--- src/hw/rtl/dtt_pkg.sv ---
// deadline timer table: shared types, widths and codes
// used by dtt_front, dtt_back, the top level and the testbench, depends on nothing

package dtt_pkg;

   localparam int TABLE_DEPTH_DEF = 16;
   localparam int ID_W            = 15;
   localparam int HANDLE_W        = 16;
   localparam int DELAY_W         = 16;
   localparam int SEC_W           = 32;
   localparam int USEC_W          = 20;
   localparam int STATUS_W        = 3;
   localparam int CMD_QUEUE_DEPTH = 2;
   localparam int RSP_QUEUE_DEPTH = 2;

   localparam logic REQ_ARM  = 1'b0;
   localparam logic REQ_TICK = 1'b1;

   localparam logic [STATUS_W-1:0] STAT_ARMED   = 3'd0;
   localparam logic [STATUS_W-1:0] STAT_BAD_ID  = 3'd1;
   localparam logic [STATUS_W-1:0] STAT_FULL    = 3'd2;
   localparam logic [STATUS_W-1:0] STAT_DUP     = 3'd3;
   localparam logic [STATUS_W-1:0] STAT_EXPIRED = 3'd4;
   localparam logic [STATUS_W-1:0] STAT_DONE    = 3'd5;

   typedef struct packed {
      logic                       req_type;
      logic signed [HANDLE_W-1:0] handle_id;
      logic [DELAY_W-1:0]         delay_sec;
      logic [SEC_W-1:0]           now_sec;
      logic [USEC_W-1:0]          now_usec;
   } req_word_type;

   typedef struct packed {
      logic [STATUS_W-1:0] status;
      logic [ID_W-1:0]     expired_id;
      logic                last;
   } rsp_word_type;

   typedef enum logic [1:0] {
      CMD_ARM,
      CMD_BAD_ID,
      CMD_TICK
   } cmd_kind_type;

   // sec/usec: expiry for an arm, current time for a tick
   typedef struct packed {
      cmd_kind_type       kind;
      logic [ID_W-1:0]    id;
      logic [SEC_W-1:0]   sec;
      logic [USEC_W-1:0]  usec;
   } cmd_word_type;

   typedef struct packed {
      logic [ID_W-1:0]    id;
      logic [SEC_W-1:0]   sec;
      logic [USEC_W-1:0]  usec;
   } slot_word_type;

   typedef enum logic [1:0] {
      BK_IDLE,
      BK_ARM_SCAN,
      BK_TICK_SCAN,
      BK_FINISH
   } back_state_type;

endpackage

--- src/hw/rtl/dtt_ram.sv ---
// generic single write port, single read port ram with registered read
// depends on nothing

module dtt_ram #(
   parameter int WIDTH = 8,
   parameter int DEPTH = 16,
   parameter int ADDR_W = (DEPTH > 1) ? $clog2(DEPTH) : 1
) (
   input  logic              clock,
   input  logic              wr_en,
   input  logic [ADDR_W-1:0] wr_addr,
   input  logic [WIDTH-1:0]  wr_data,
   input  logic              rd_en,
   input  logic [ADDR_W-1:0] rd_addr,
   output logic [WIDTH-1:0]  rd_data
);

   logic [WIDTH-1:0] mem_ff [DEPTH];
   logic [WIDTH-1:0] rd_data_ff;

   always_ff @(posedge clock) begin
      if (wr_en) begin
         mem_ff[wr_addr] <= wr_data;
      end
      if (rd_en) begin
         rd_data_ff <= mem_ff[rd_addr];
      end
   end

   assign rd_data = rd_data_ff;

endmodule

--- src/hw/rtl/dtt_fifo.sv ---
// small synchronous queue of words, register storage
// depends on nothing

module dtt_fifo #(
   parameter int WIDTH = 8,
   parameter int DEPTH = 2
) (
   input  logic             clock,
   input  logic             reset,
   input  logic             push,
   input  logic [WIDTH-1:0] wr_data,
   output logic             full,
   input  logic             pop,
   output logic [WIDTH-1:0] rd_data,
   output logic             empty
);

   localparam int PTR_W = (DEPTH > 1) ? $clog2(DEPTH) : 1;
   localparam int CNT_W = $clog2(DEPTH + 1);

   logic [WIDTH-1:0] mem_ff [DEPTH];
   logic [PTR_W-1:0] wr_ptr_ff, wr_ptr_in;
   logic [PTR_W-1:0] rd_ptr_ff, rd_ptr_in;
   logic [CNT_W-1:0] count_ff, count_in;
   logic             do_push, do_pop;

   assign full    = (count_ff == CNT_W'(DEPTH));
   assign empty   = (count_ff == '0);
   assign do_push = push && !full;
   assign do_pop  = pop && !empty;
   assign rd_data = mem_ff[rd_ptr_ff];

   always_comb begin
      wr_ptr_in = wr_ptr_ff;
      rd_ptr_in = rd_ptr_ff;
      count_in  = count_ff;
      if (do_push) begin
         wr_ptr_in = (wr_ptr_ff == PTR_W'(DEPTH - 1)) ? '0 : wr_ptr_ff + PTR_W'(1);
      end
      if (do_pop) begin
         rd_ptr_in = (rd_ptr_ff == PTR_W'(DEPTH - 1)) ? '0 : rd_ptr_ff + PTR_W'(1);
      end
      if (do_push && !do_pop) begin
         count_in = count_ff + CNT_W'(1);
      end else if (!do_push && do_pop) begin
         count_in = count_ff - CNT_W'(1);
      end
   end

   always_ff @(posedge clock) begin
      if (reset) begin
         wr_ptr_ff <= '0;
         rd_ptr_ff <= '0;
         count_ff  <= '0;
      end else begin
         wr_ptr_ff <= wr_ptr_in;
         rd_ptr_ff <= rd_ptr_in;
         count_ff  <= count_in;
      end
   end

   always_ff @(posedge clock) begin
      if (do_push) begin
         mem_ff[wr_ptr_ff] <= wr_data;
      end
   end

endmodule

--- src/hw/rtl/dtt_front.sv ---
// front end: classifies a request word into a command for the back end
// depends on dtt_pkg

module dtt_front (
   input  dtt_pkg::req_word_type req_word,
   output dtt_pkg::cmd_word_type cmd_word
);

   logic [dtt_pkg::SEC_W:0] sum;

   always_comb begin
      sum           = {1'b0, req_word.now_sec} + (dtt_pkg::SEC_W + 1)'(req_word.delay_sec);
      cmd_word.id   = req_word.handle_id[dtt_pkg::ID_W-1:0];
      cmd_word.sec  = req_word.now_sec;
      cmd_word.usec = req_word.now_usec;
      cmd_word.kind = dtt_pkg::CMD_TICK;
      unique case (req_word.req_type)
         dtt_pkg::REQ_TICK: begin
            cmd_word.kind = dtt_pkg::CMD_TICK;
         end
         default: begin
            if (req_word.handle_id[dtt_pkg::HANDLE_W-1]) begin
               cmd_word.kind = dtt_pkg::CMD_BAD_ID;
            end else begin
               cmd_word.kind = dtt_pkg::CMD_ARM;
            end
            // saturate expiry seconds
            cmd_word.sec = sum[dtt_pkg::SEC_W] ? '1 : sum[dtt_pkg::SEC_W-1:0];
         end
      endcase
   end

endmodule

--- src/hw/rtl/dtt_back.sv ---
// back end: slot table and scan sequencer for arm and tick commands
// depends on dtt_pkg and dtt_ram

module dtt_back #(
   parameter int TABLE_DEPTH = dtt_pkg::TABLE_DEPTH_DEF
) (
   input  logic                  clock,
   input  logic                  reset,
   input  logic                  cmd_empty,
   input  dtt_pkg::cmd_word_type cmd_word,
   output logic                  cmd_pop,
   input  logic                  rsp_full,
   output logic                  rsp_push,
   output dtt_pkg::rsp_word_type rsp_word
);

   localparam int IDX_W  = (TABLE_DEPTH > 1) ? $clog2(TABLE_DEPTH) : 1;
   localparam int CNT_W  = $clog2(TABLE_DEPTH + 1);
   localparam int SLOT_W = $bits(dtt_pkg::slot_word_type);

   dtt_pkg::back_state_type      state_ff, state_in;
   dtt_pkg::cmd_word_type        cmd_ff, cmd_in;
   logic [CNT_W-1:0]             rd_ptr_ff, rd_ptr_in;
   logic                         chk_vld_ff, chk_vld_in;
   logic [IDX_W-1:0]             chk_idx_ff, chk_idx_in;
   logic                         free_found_ff, free_found_in;
   logic [IDX_W-1:0]             free_idx_ff, free_idx_in;
   logic [dtt_pkg::STATUS_W-1:0] status_ff, status_in;
   logic [TABLE_DEPTH-1:0]       valid_ff, valid_in;
   logic [CNT_W-1:0]             count_ff, count_in;

   logic                         ram_wr_en;
   logic [SLOT_W-1:0]            ram_wr_data;
   logic                         ram_rd_en;
   logic [SLOT_W-1:0]            ram_rd_data;
   dtt_pkg::slot_word_type       slot;

   logic                         issue;
   logic                         chk_live;
   logic                         chk_last;
   logic                         expired;
   logic                         need_push;

   dtt_ram #(
      .WIDTH (SLOT_W),
      .DEPTH (TABLE_DEPTH)
   ) u_slot_ram (
      .clock   (clock),
      .wr_en   (ram_wr_en),
      .wr_addr (free_idx_ff),
      .wr_data (ram_wr_data),
      .rd_en   (ram_rd_en),
      .rd_addr (rd_ptr_ff[IDX_W-1:0]),
      .rd_data (ram_rd_data)
   );

   assign slot        = dtt_pkg::slot_word_type'(ram_rd_data);
   assign ram_wr_data = {cmd_ff.id, cmd_ff.sec, cmd_ff.usec};
   assign issue       = (rd_ptr_ff != CNT_W'(TABLE_DEPTH));
   assign chk_live    = chk_vld_ff && valid_ff[chk_idx_ff];
   assign chk_last    = chk_vld_ff && (chk_idx_ff == IDX_W'(TABLE_DEPTH - 1));
   assign expired     = (slot.sec < cmd_ff.sec) ||
                        ((slot.sec == cmd_ff.sec) && (slot.usec <= cmd_ff.usec));
   assign need_push   = chk_live && expired;

   always_comb begin
      state_in      = state_ff;
      cmd_in        = cmd_ff;
      rd_ptr_in     = rd_ptr_ff;
      chk_vld_in    = chk_vld_ff;
      chk_idx_in    = chk_idx_ff;
      free_found_in = free_found_ff;
      free_idx_in   = free_idx_ff;
      status_in     = status_ff;
      valid_in      = valid_ff;
      count_in      = count_ff;
      cmd_pop       = 1'b0;
      rsp_push      = 1'b0;
      rsp_word      = '0;
      ram_rd_en     = 1'b0;
      ram_wr_en     = 1'b0;

      unique case (state_ff)
         dtt_pkg::BK_IDLE: begin
            if (!cmd_empty) begin
               cmd_pop       = 1'b1;
               cmd_in        = cmd_word;
               rd_ptr_in     = '0;
               chk_vld_in    = 1'b0;
               free_found_in = 1'b0;
               unique case (cmd_word.kind)
                  dtt_pkg::CMD_BAD_ID: begin
                     status_in = dtt_pkg::STAT_BAD_ID;
                     state_in  = dtt_pkg::BK_FINISH;
                  end
                  dtt_pkg::CMD_TICK: begin
                     state_in = dtt_pkg::BK_TICK_SCAN;
                  end
                  default: begin
                     if (count_ff == CNT_W'(TABLE_DEPTH)) begin
                        status_in = dtt_pkg::STAT_FULL;
                        state_in  = dtt_pkg::BK_FINISH;
                     end else begin
                        state_in = dtt_pkg::BK_ARM_SCAN;
                     end
                  end
               endcase
            end
         end

         dtt_pkg::BK_ARM_SCAN: begin
            ram_rd_en  = issue;
            chk_vld_in = issue;
            chk_idx_in = rd_ptr_ff[IDX_W-1:0];
            if (issue) begin
               rd_ptr_in = rd_ptr_ff + CNT_W'(1);
            end
            if (chk_vld_ff && !valid_ff[chk_idx_ff] && !free_found_ff) begin
               free_found_in = 1'b1;
               free_idx_in   = chk_idx_ff;
            end
            if (chk_live && (slot.id == cmd_ff.id)) begin
               status_in = dtt_pkg::STAT_DUP;
               state_in  = dtt_pkg::BK_FINISH;
            end else if (chk_last) begin
               status_in = free_found_in ? dtt_pkg::STAT_ARMED : dtt_pkg::STAT_FULL;
               state_in  = dtt_pkg::BK_FINISH;
            end
         end

         dtt_pkg::BK_TICK_SCAN: begin
            if (!(need_push && rsp_full)) begin
               ram_rd_en  = issue;
               chk_vld_in = issue;
               chk_idx_in = rd_ptr_ff[IDX_W-1:0];
               if (issue) begin
                  rd_ptr_in = rd_ptr_ff + CNT_W'(1);
               end
               if (need_push) begin
                  rsp_push              = 1'b1;
                  rsp_word.status       = dtt_pkg::STAT_EXPIRED;
                  rsp_word.expired_id   = slot.id;
                  rsp_word.last         = 1'b0;
                  valid_in[chk_idx_ff]  = 1'b0;
                  count_in              = count_ff - CNT_W'(1);
               end
               if (chk_last) begin
                  status_in = dtt_pkg::STAT_DONE;
                  state_in  = dtt_pkg::BK_FINISH;
               end
            end
         end

         dtt_pkg::BK_FINISH: begin
            if (!rsp_full) begin
               rsp_push        = 1'b1;
               rsp_word.status = status_ff;
               rsp_word.last   = 1'b1;
               if (status_ff == dtt_pkg::STAT_ARMED) begin
                  ram_wr_en             = 1'b1;
                  valid_in[free_idx_ff] = 1'b1;
                  count_in              = count_ff + CNT_W'(1);
               end
               state_in = dtt_pkg::BK_IDLE;
            end
         end

         default: begin
            state_in = dtt_pkg::BK_IDLE;
         end
      endcase
   end

   always_ff @(posedge clock) begin
      if (reset) begin
         state_ff   <= dtt_pkg::BK_IDLE;
         rd_ptr_ff  <= '0;
         chk_vld_ff <= 1'b0;
         valid_ff   <= '0;
         count_ff   <= '0;
      end else begin
         state_ff   <= state_in;
         rd_ptr_ff  <= rd_ptr_in;
         chk_vld_ff <= chk_vld_in;
         valid_ff   <= valid_in;
         count_ff   <= count_in;
      end
   end

   always_ff @(posedge clock) begin
      cmd_ff        <= cmd_in;
      chk_idx_ff    <= chk_idx_in;
      free_found_ff <= free_found_in;
      free_idx_ff   <= free_idx_in;
      status_ff     <= status_in;
   end

endmodule

--- src/hw/rtl/deadline_timer_table.sv ---
// deadline timer table top level: front classifier, command queue,
// slot table back end and result queue; depends on dtt_pkg and all dtt_ modules
//
//   port group   direction   handshake          word
//   req_         in          req_push/req_full  req_word_type
//   rsp_         out         rsp_pop/rsp_empty  rsp_word_type
//
// arm: one slot a cycle through the slot ram read port
// tick: scans every slot, with stalls while the result queue is full
// bad id or full table: no scan
// reset clears valid bits, count and queues at once; ram contents are not cleared
// the command queue takes words while the back end scans

module deadline_timer_table #(
   parameter int TABLE_DEPTH = dtt_pkg::TABLE_DEPTH_DEF
) (
   input  logic                  clock,
   input  logic                  reset,
   input  logic                  req_push,
   output logic                  req_full,
   input  dtt_pkg::req_word_type req_data,
   output logic                  rsp_empty,
   input  logic                  rsp_pop,
   output dtt_pkg::rsp_word_type rsp_data
);

   localparam int CMD_W = $bits(dtt_pkg::cmd_word_type);
   localparam int RSP_W = $bits(dtt_pkg::rsp_word_type);

   dtt_pkg::cmd_word_type front_cmd;
   logic [CMD_W-1:0]      cmd_q_data;
   logic                  cmd_q_empty;
   logic                  cmd_pop;
   logic                  rsp_q_full;
   logic                  rsp_push;
   dtt_pkg::rsp_word_type back_rsp;
   logic [RSP_W-1:0]      rsp_q_data;

   dtt_front u_front (
      .req_word (req_data),
      .cmd_word (front_cmd)
   );

   dtt_fifo #(
      .WIDTH (CMD_W),
      .DEPTH (dtt_pkg::CMD_QUEUE_DEPTH)
   ) u_cmd_q (
      .clock   (clock),
      .reset   (reset),
      .push    (req_push),
      .wr_data (front_cmd),
      .full    (req_full),
      .pop     (cmd_pop),
      .rd_data (cmd_q_data),
      .empty   (cmd_q_empty)
   );

   dtt_back #(
      .TABLE_DEPTH (TABLE_DEPTH)
   ) u_back (
      .clock     (clock),
      .reset     (reset),
      .cmd_empty (cmd_q_empty),
      .cmd_word  (dtt_pkg::cmd_word_type'(cmd_q_data)),
      .cmd_pop   (cmd_pop),
      .rsp_full  (rsp_q_full),
      .rsp_push  (rsp_push),
      .rsp_word  (back_rsp)
   );

   dtt_fifo #(
      .WIDTH (RSP_W),
      .DEPTH (dtt_pkg::RSP_QUEUE_DEPTH)
   ) u_rsp_q (
      .clock   (clock),
      .reset   (reset),
      .push    (rsp_push),
      .wr_data (back_rsp),
      .full    (rsp_q_full),
      .pop     (rsp_pop),
      .rd_data (rsp_q_data),
      .empty   (rsp_empty)
   );

   assign rsp_data = dtt_pkg::rsp_word_type'(rsp_q_data);

   a_last_only_final: assert property (@(posedge clock) disable iff (reset)
      !rsp_empty |-> ((rsp_data.status == dtt_pkg::STAT_EXPIRED) != rsp_data.last))
      else $error("last flag does not match result status");

   a_id_only_expired: assert property (@(posedge clock) disable iff (reset)
      (!rsp_empty && (rsp_data.status != dtt_pkg::STAT_EXPIRED)) |-> (rsp_data.expired_id == '0))
      else $error("nonzero id on a result that is not an expiry");

   a_no_push_when_full: assert property (@(posedge clock) disable iff (reset)
      rsp_push |-> !rsp_q_full)
      else $error("back end pushed into a full result queue");

   a_no_pop_when_empty: assert property (@(posedge clock) disable iff (reset)
      cmd_pop |-> !cmd_q_empty)
      else $error("back end popped an empty command queue");

endmodule

--- config.mk ---
export PLATFORM = sky130hd
export DESIGN_NAME = deadline_timer_table
export DESIGN_NICKNAME = d
export VERILOG_FILES = /design/src/hw/rtl/dtt_pkg.sv /design/src/hw/rtl/dtt_ram.sv /design/src/hw/rtl/dtt_fifo.sv /design/src/hw/rtl/dtt_front.sv /design/src/hw/rtl/dtt_back.sv /design/src/hw/rtl/deadline_timer_table.sv
export SDC_FILE = /design/constraint.sdc
export NUM_CORES = 2
export LEC_CHECK = 0
export CAP_MARGIN = 20
export CORE_MARGIN = 1.5
export CORE_UTILIZATION = 50
export DETAILED_ROUTE_END_ITERATION = 16
export DONT_BUFFER_PORTS = 1
export HOLD_SLACK_MARGIN = 0.12
export PLACE_DENSITY = 0.69
export SYNTH_ARGS = -nofsm -noshare
export SYNTH_HDL_FRONTEND = slang
export SYNTH_SLANG_ARGS = --single-unit
--- constraint.sdc ---
create_clock -name clock -period 5.7 [get_ports clock]
set_clock_uncertainty 0.1 [all_clocks]
set_input_delay 0.285 -clock clock [delete_from_list [all_inputs] [get_ports clock]]
set_output_delay 0.285 -clock clock [all_outputs]
set_load 0.02 [all_outputs]
# Word level (Yosys, flattened, before mapping)
# Memories as Yosys holds them, arrays and structs flattened. A register that Yosys moved wholly into a read port is not among the register bits.
# Index checks and enable logic that the tools add are counted.
[totals]
register_bits = 116
memories = 3
elab_cells = 195
ramBits = 1248
latchBits = 0
inputBits = 89
mem_bits_ro = 0
[op_classes]
n_shift = 0
magnitude_cmp = 6
div_mod_pow = 0
muxes = 84
add_sub_neg = 12
eq_ne = 21
bitwise_logic = 4
n_reduce_logical = 47
mul = 0
[mem_list]
columns = ["name", "words", "word_bits", "rd", "rd_ports_with_merged_regs", "wr", "line", "rtl"]
rows = [
  ["u_back.u_slot_ram.mem_ff", 16, 67, 1, 1, 1, "dtt_ram.sv:18", "logic [WIDTH-1:0] mem_ff [DEPTH];"],
  ["u_cmd_q.mem_ff", 2, 69, 1, 1, 1, "dtt_fifo.sv:21", "logic [WIDTH-1:0] mem_ff [DEPTH];"],
  ["u_rsp_q.mem_ff", 2, 19, 1, 1, 1, "dtt_fifo.sv:21", ""],
]
[ops]
columns = ["operator", "n"]
rows = [
  ["two-way mux 16 bit", 4],
  ["two-way mux 32 bit", 2],
  ["two-way mux 19 bit", 2],
  ["two-way mux 5 bit", 7],
  ["adder 32 x 16 -> 33 bit", 1],
  ["equality test 32 bit", 1],
  ["< comparator 32 bit", 1],
  ["one-hot mux 16 bit (2 select lines)", 1],
  ["two-way mux 1 bit", 31],
  ["two-way mux 2 bit", 12],
  ["two-way mux 3 bit", 7],
  ["less-or-equal comparator 20 bit", 1],
  ["logical AND 1 bit", 18],
  ["bitwise AND 16 bit", 1],
  ["inverter 16 bit", 1],
  ["bitwise OR 16 bit", 1],
  ["equality test 15 bit", 1],
  ["two-way mux 15 bit", 1],
  ["one-hot mux 5 bit (3 select lines)", 1],
  ["one-hot mux 3 bit (2 select lines)", 2],
  ["adder 5 x 1 -> 5 bit, second input constant", 2],
  ["equality test 2 bit, second input constant", 5],
  ["logical NOT 1 bit", 10],
  ["< comparator 4 x 5 -> 1 bit, second input constant", 2],
  ["other kinds (33)", 59],
]

# Logic depth before layout (Yosys ltp)
[depth]
depth_word = 12
mapped_depth = 15

# By module
# A second synthesis with hierarchy kept.
[hier_totals]
cells_unflattened = 2880
hier_area_um2 = 56703.1
[modules_own_cells]
columns = ["mod", "seq_area_each_um2", "area_each_um2", "cells_per_inst", "n_inst"]
rows = [
  ["dtt_ram", 34202.8, 42075.4, 1724, 1],
  ["dtt_back", 2952.8, 6024.5, 567, 1],
  ["dtt_fifo at u_cmd_q", 4244.1, 5235.0, 240, 1],
  ["dtt_front", 0.0, 1783.0, 265, 1],
  ["dtt_fifo at u_rsp_q", 1241.2, 1585.3, 84, 1],
]

# Worst setup path after synthesis
# No wires, ideal clock.
[synth_path]
kind = "register to register"
start = "register u_back.cmd_ff[21] (netlist name)"
end = "register u_back.u_slot_ram.rd_data_ff[0], in the netlist u_back.u_slot_ram.rd_data[0], read port of u_back.u_slot_ram.mem_ff (enable)"
t_arrival_ns = 5.311
t_required_ns = 5.086
path_slack_ns = -0.225
setup_ns = 0.514
path_stages_with_launch = 11
n_path_buf = 0
path_cell_list = "edfxtp_1 -> inv_1 -> ha_1 -> nor2b_1 -> o211ai_1 -> a2111o_1 -> o211ai_1 -> a211oi_1 -> o21ai_4 -> o21ai_0 -> a21oi_1"
[synth_between]
elab_chain_len = 7
elab_cells_between_ends = 8
classes_between = "1 x order compare; 1 x eq/ne; 2 x mux; 4 x reduce/logical"
[synth_rtl]
columns = ["item", "line", "rtl"]
rows = [
  ["start: declaration", "dtt_back.sv:22", "dtt_pkg::cmd_word_type cmd_ff, cmd_in;"],
  ["start signal: assignment", "dtt_back.sv:191", "cmd_ff <= cmd_in;"],
  ["branches (longest 2 deep; another with < comparator 32 bit)", "-", ""],
  ["logical OR 1 bit (*)", "dtt_back.sv:62", "assign expired = (slot.sec < cmd_ff.sec) ||"],
  ["logical AND 1 bit (*)", "dtt_back.sv:64", "assign need_push = chk_live && expired;"],
  ["logical AND 1 bit (*)", "dtt_back.sv:132", "if (!(need_push && rsp_full)) begin"],
  ["two-way mux 1 bit (*)", "dtt_back.sv:132", ""],
  ["one-hot mux 1 bit (2 select lines) (*)", "dtt_back.sv:83", "unique case (state_ff)"],
  ["named net u_back.ram_rd_en", "dtt_back.sv:34", "logic ram_rd_en;"],
  ["end: declaration", "dtt_ram.sv:19", "logic [WIDTH-1:0] rd_data_ff;"],
]
# Mark *: on every way through the listed nets, which the timed path passes.
# A chain may end at the register's enable or synchronous reset.

# Worst setup path in the final report
[layout_path]
start = "register u_back.cmd_ff[50] (netlist name)"
end = "register u_back.count_ff[1]"
[layout_between]
elab_chain_len = 7
elab_cells_between_ends = 9
classes_between = "1 x order compare; 3 x eq/ne; 5 x reduce/logical"
[layout_rtl]
columns = ["item", "line", "rtl"]
rows = [
  ["branches (longest 2 deep; another with < comparator 32 bit)", "-", ""],
  ["logical OR 1 bit (*)", "dtt_back.sv:62", ""],
  ["logical AND 1 bit (*)", "dtt_back.sv:64", ""],
  ["logical AND 1 bit", "dtt_back.sv:132", ""],
  ["inequality test 2 bit (no source line)", "-", ""],
  ["AND reduction 5 bit (no source line) (*)", "-", ""],
  ["end signal: assignment", "dtt_back.sv:186", "count_ff <= count_in;"],
  ["end: declaration", "dtt_back.sv:30", "logic [CNT_W-1:0] count_ff, count_in;"],
]
# Mark *: on every way between the ends.

==> impl_metrics.yaml <==
sta:
  slew_headroom_pct: 33.44
  setup_slack_ns: 1.104
  fin_crit_ns: 4.596
  worstMarginPinSlew_ns: 0.9984
  holdWs_ns: 0.1781
  post-route-period-util_pct: 80.63
  fmax_mhz: 217.6
  final_max_slew_viol_count: 0
  hold_viol: 0
  fin_tns_setup_ns: 0
  setup-violations-final: 0
  rsz0062_at_grt: "false"
logic_synthesis:
  ys.flop_type: "edfxtp_1"
  async_flop_share_pct: 0
  synth_edf_count: 1394
  synth_seq_cells: 1433
  synth_area_um2: 56200
  synth_cells: 2642
  netlist-cell-type-count: 73
  synth.net_count: 2815
  yosysWarnings: 0
  syn_area_per_cell_um2: 21.27
  synth-seq-area-share_pct: 75.88
layout:
  layout-drive-gt1-share_pct: 24.44
  fin_nets: 3036
  diodes: 0
  area_growth_pct: 14.69
critical_path:
  startpoint: "u_back.cmd_ff[50]"
  worstPathRequired_ns: 6.30
  endpoint_kind: "register"
  critPathMaxFanout: 20
  cp.arrival_ns: 5.19
  reg2reg_from: "u_back.cmd_ff[50]"
  critPathKind: "reg2reg"
  startpoint_type: "register"
placed_design:
  pre_cts_slack_ns: 0.9583
  place_hpwl_mm: 61.49
  numPortBuffers: 0
  place.gp.congestion: 0.7628
hold_path:
  min_from: "req_data[60]"
  worst_hold_path_type: "in2reg"
clocking:
  cts_setup_buffers: 0
  cts_sinks: 1433
  h-tree-depth: 4
  cts_root_buf: "clkbuf_16"
  clockBufferDepth: 3
  cts_buffers: 142
  tritoncts: "built"
  clk_latency_ns: 0.76
  cts_resized: 0
  cts.clk_slew.worst_paths_ns: 0.06
  cts_hold_buf: 141
power:
  p_leak_uw: 0.02024
  pwr-share-clk_pct: 34.2
  sw_frac_of_total_pct: 25.46
  p_sw_uw: 6956
  p_int_uw: 20370
  vdd_ir_drop_max_uv: 316.3
  powerDensity_nw_per_um2: 424.0
  seqPwrFrac_pct: 53.8
  p_comb_share_pct: 12.0
global_route:
  grt_overflow_total: 0
  grt_pass1_wl_mm: 179.2
  grt_pass1_vias: 28000
  grt_max_degree: 101
  antenna_found_initial: 3
  grt_usage_pct: 21.18
detailed_routing:
  wl_per_cell_um: 26.83
  ant_nets: 0
  drt_wl_total_mm: 119.7
  vias: 26710
  dr.pass1.iters: 6
  drc: 0
  avgViaCountPerCell: 5.984
  drt_iter0_markers: 2958
floorplanning:
  coreArea_um2: 111100
  die_area_um2: 114400
  die_w_um: 338.2
  rows: 122
  dieHeight_um: 338.2
  ios: 110
  start_util_pct: 50.57
job:
  maxCapViolations: 0
outcome:
  status: "completed"
[layout by cell type (no fill, tap or decap), types with 12 or more instances in the layout]
cell type and instances:
nand2_1 60, o21ai_0 30, buf_4 29, dfxtp_1 34, nand4_1 17, dlygate4sd3_1 140
nor2b_1 21, nor2_1 39, edfxtp_1 1394, a21o_1 12, mux4_2 336, clkinv_2 24
bufinv_16 17, ha_1 82, o211ai_1 14, clkinv_1 25, xor2_1 28, clkbuf_1 27
nor2_4 17, mux2_2 95, nor4_1 15, nand3_1 20, a21oi_1 62, nor3_1 12
and2_1 18, xnor2_1 15, buf_12 19, clkbuf_16 146, inv_1 82
[power by group through the flow]
stage | registers [µW] | clock network, µW | logic (µW)
2_1_floorplan | 14400 | 0 | 2370
3_3_place_gp | 14700 | 0 | 3110
3_5_place_dp | 14900 | 0 | 3170
4_1_cts | 14700 | 9510 | 3310
5_1_grt | 14900 | 9900 | 3580
6_report | 14700 | 9340 | 3280
[registers in the layout, summed over array words and instances, names as in the netlist, named ones only]
| signal | count |
|---|---|
| u_back.u_slot_ram.mem_ff | 1072 |
| u_cmd_q.mem_ff | 138 |
| u_back.cmd_ff | 67 |
| u_back.u_slot_ram.rd_data | 67 |
| u_rsp_q.mem_ff | 38 |
| u_back.valid_ff | 16 |
| u_back.count_ff | 5 |
| u_back.rd_ptr_ff | 5 |
| u_back.chk_idx_ff | 4 |
| u_back.free_idx_ff | 4 |
| u_back.status_ff | 3 |
| u_back.state_ff | 2 |
| u_cmd_q.count_ff | 2 |
| u_rsp_q.count_ff | 2 |
| u_back.chk_vld_ff | 1 |
| u_back.free_found_ff | 1 |
| u_cmd_q.rd_ptr_ff | 1 |
| u_cmd_q.wr_ptr_ff | 1 |
| u_rsp_q.rd_ptr_ff | 1 |
| u_rsp_q.wr_ptr_ff | 1 |
[layout make-up]
class	count	area, µm²
well taps	1488	1862
flip-flops and latches	1433	42660
inverters	83	312.8
multi-input cells	1015	12930
fillers	7923	46680
clock buffers	173	3755
clock inverters	83	935.9
repair buffers	188	1999
[synthesized netlist by cell type (7+ instances only)]
cell,n,area [µm²]
edfxtp_1,1394,41860
mux4_2,336,7567
mux2_2,95,1070
inv_1,83,311.6
ha_1,82,1026
clkbuf_1,77,289.0
a21oi_1,63,315.3
nand2_1,60,225.2
nor2_1,56,210.2
dfxtp_1,39,780.8
o21ai_0,30,150.1
xor2_1,28,245.2
nor2b_1,21,131.4
nand3_1,20,100.1
and2_1,18,112.6
buf_1,17,63.81
nand4_1,17,106.4
nor4_1,15,93.84
xnor2_1,15,131.4
o211ai_1,14,105.1
a21o_1,12,90.09
nor3_1,12,60.06
buf_2,11,55.05
nand2b_1,11,68.82
or3_1,11,68.82
and3_1,8,50.05
o22ai_1,7,43.79
[final timing paths]
path                           endpoint  slack, ns  cells past startpoint
hold / removal    u_cmd_q.mem_ff[1][30]       0.18                      4
setup reg to reg     u_back.count_ff[1]       1.10                     10
setup / recovery     u_back.count_ff[1]       1.10                     10
hold reg to reg      u_back.valid_ff[5]       0.39                      2
[stage by stage]
step	std cells	util, %	area (µm²)	total power (µW)
2_1_floorplan	2642	-	56200	16720
3_3_place_gp	4064	52.48	58320	17850
3_5_place_dp	4064	52.48	58320	18080
4_1_cts	4461	57.98	64440	27510
5_1_grt	4463	58.00	64450	28350
6_report	4463	58.00	64450	27330
[critical path: stages, from the launching register on]
cell and delay [ns]:
edfxtp_1 0.61, inv_1 0.10, ha_1 0.33, nand4_1 0.24, nor4_1 0.85, a211oi_1 0.27, o21ai_4 0.45, a2bb2oi_2 0.73
nand2_1 0.15, a21oi_2 0.16, dlygate4sd3_1 0.54
[logic make-up (layout without fill, tap and decap cells)]
family                     after synthesis  in the layout  share of synthesized area, %
AOI/OAI and AO/OA                      179            179                         2.149
xor gates and xnor gates                43             43                        0.6702
adders and majority gates               84             84                         1.897
buffers and inverters                  194            527                         1.374
DFF                                   1433           1433                         75.88
muxes                                  435            435                         15.47
and+or+nand+nor                        274            274                         2.561
[metal layers]
metal,routed length [µm],up-vias,track usage [%]
li1,-,11390,-
met1,49450,14060,29.35
met2,60150,1094,35.03
met3,7953,170,3.566
met4,2171,0,5.743
met5,0,-,0
(Power assumes the default switching activity.)
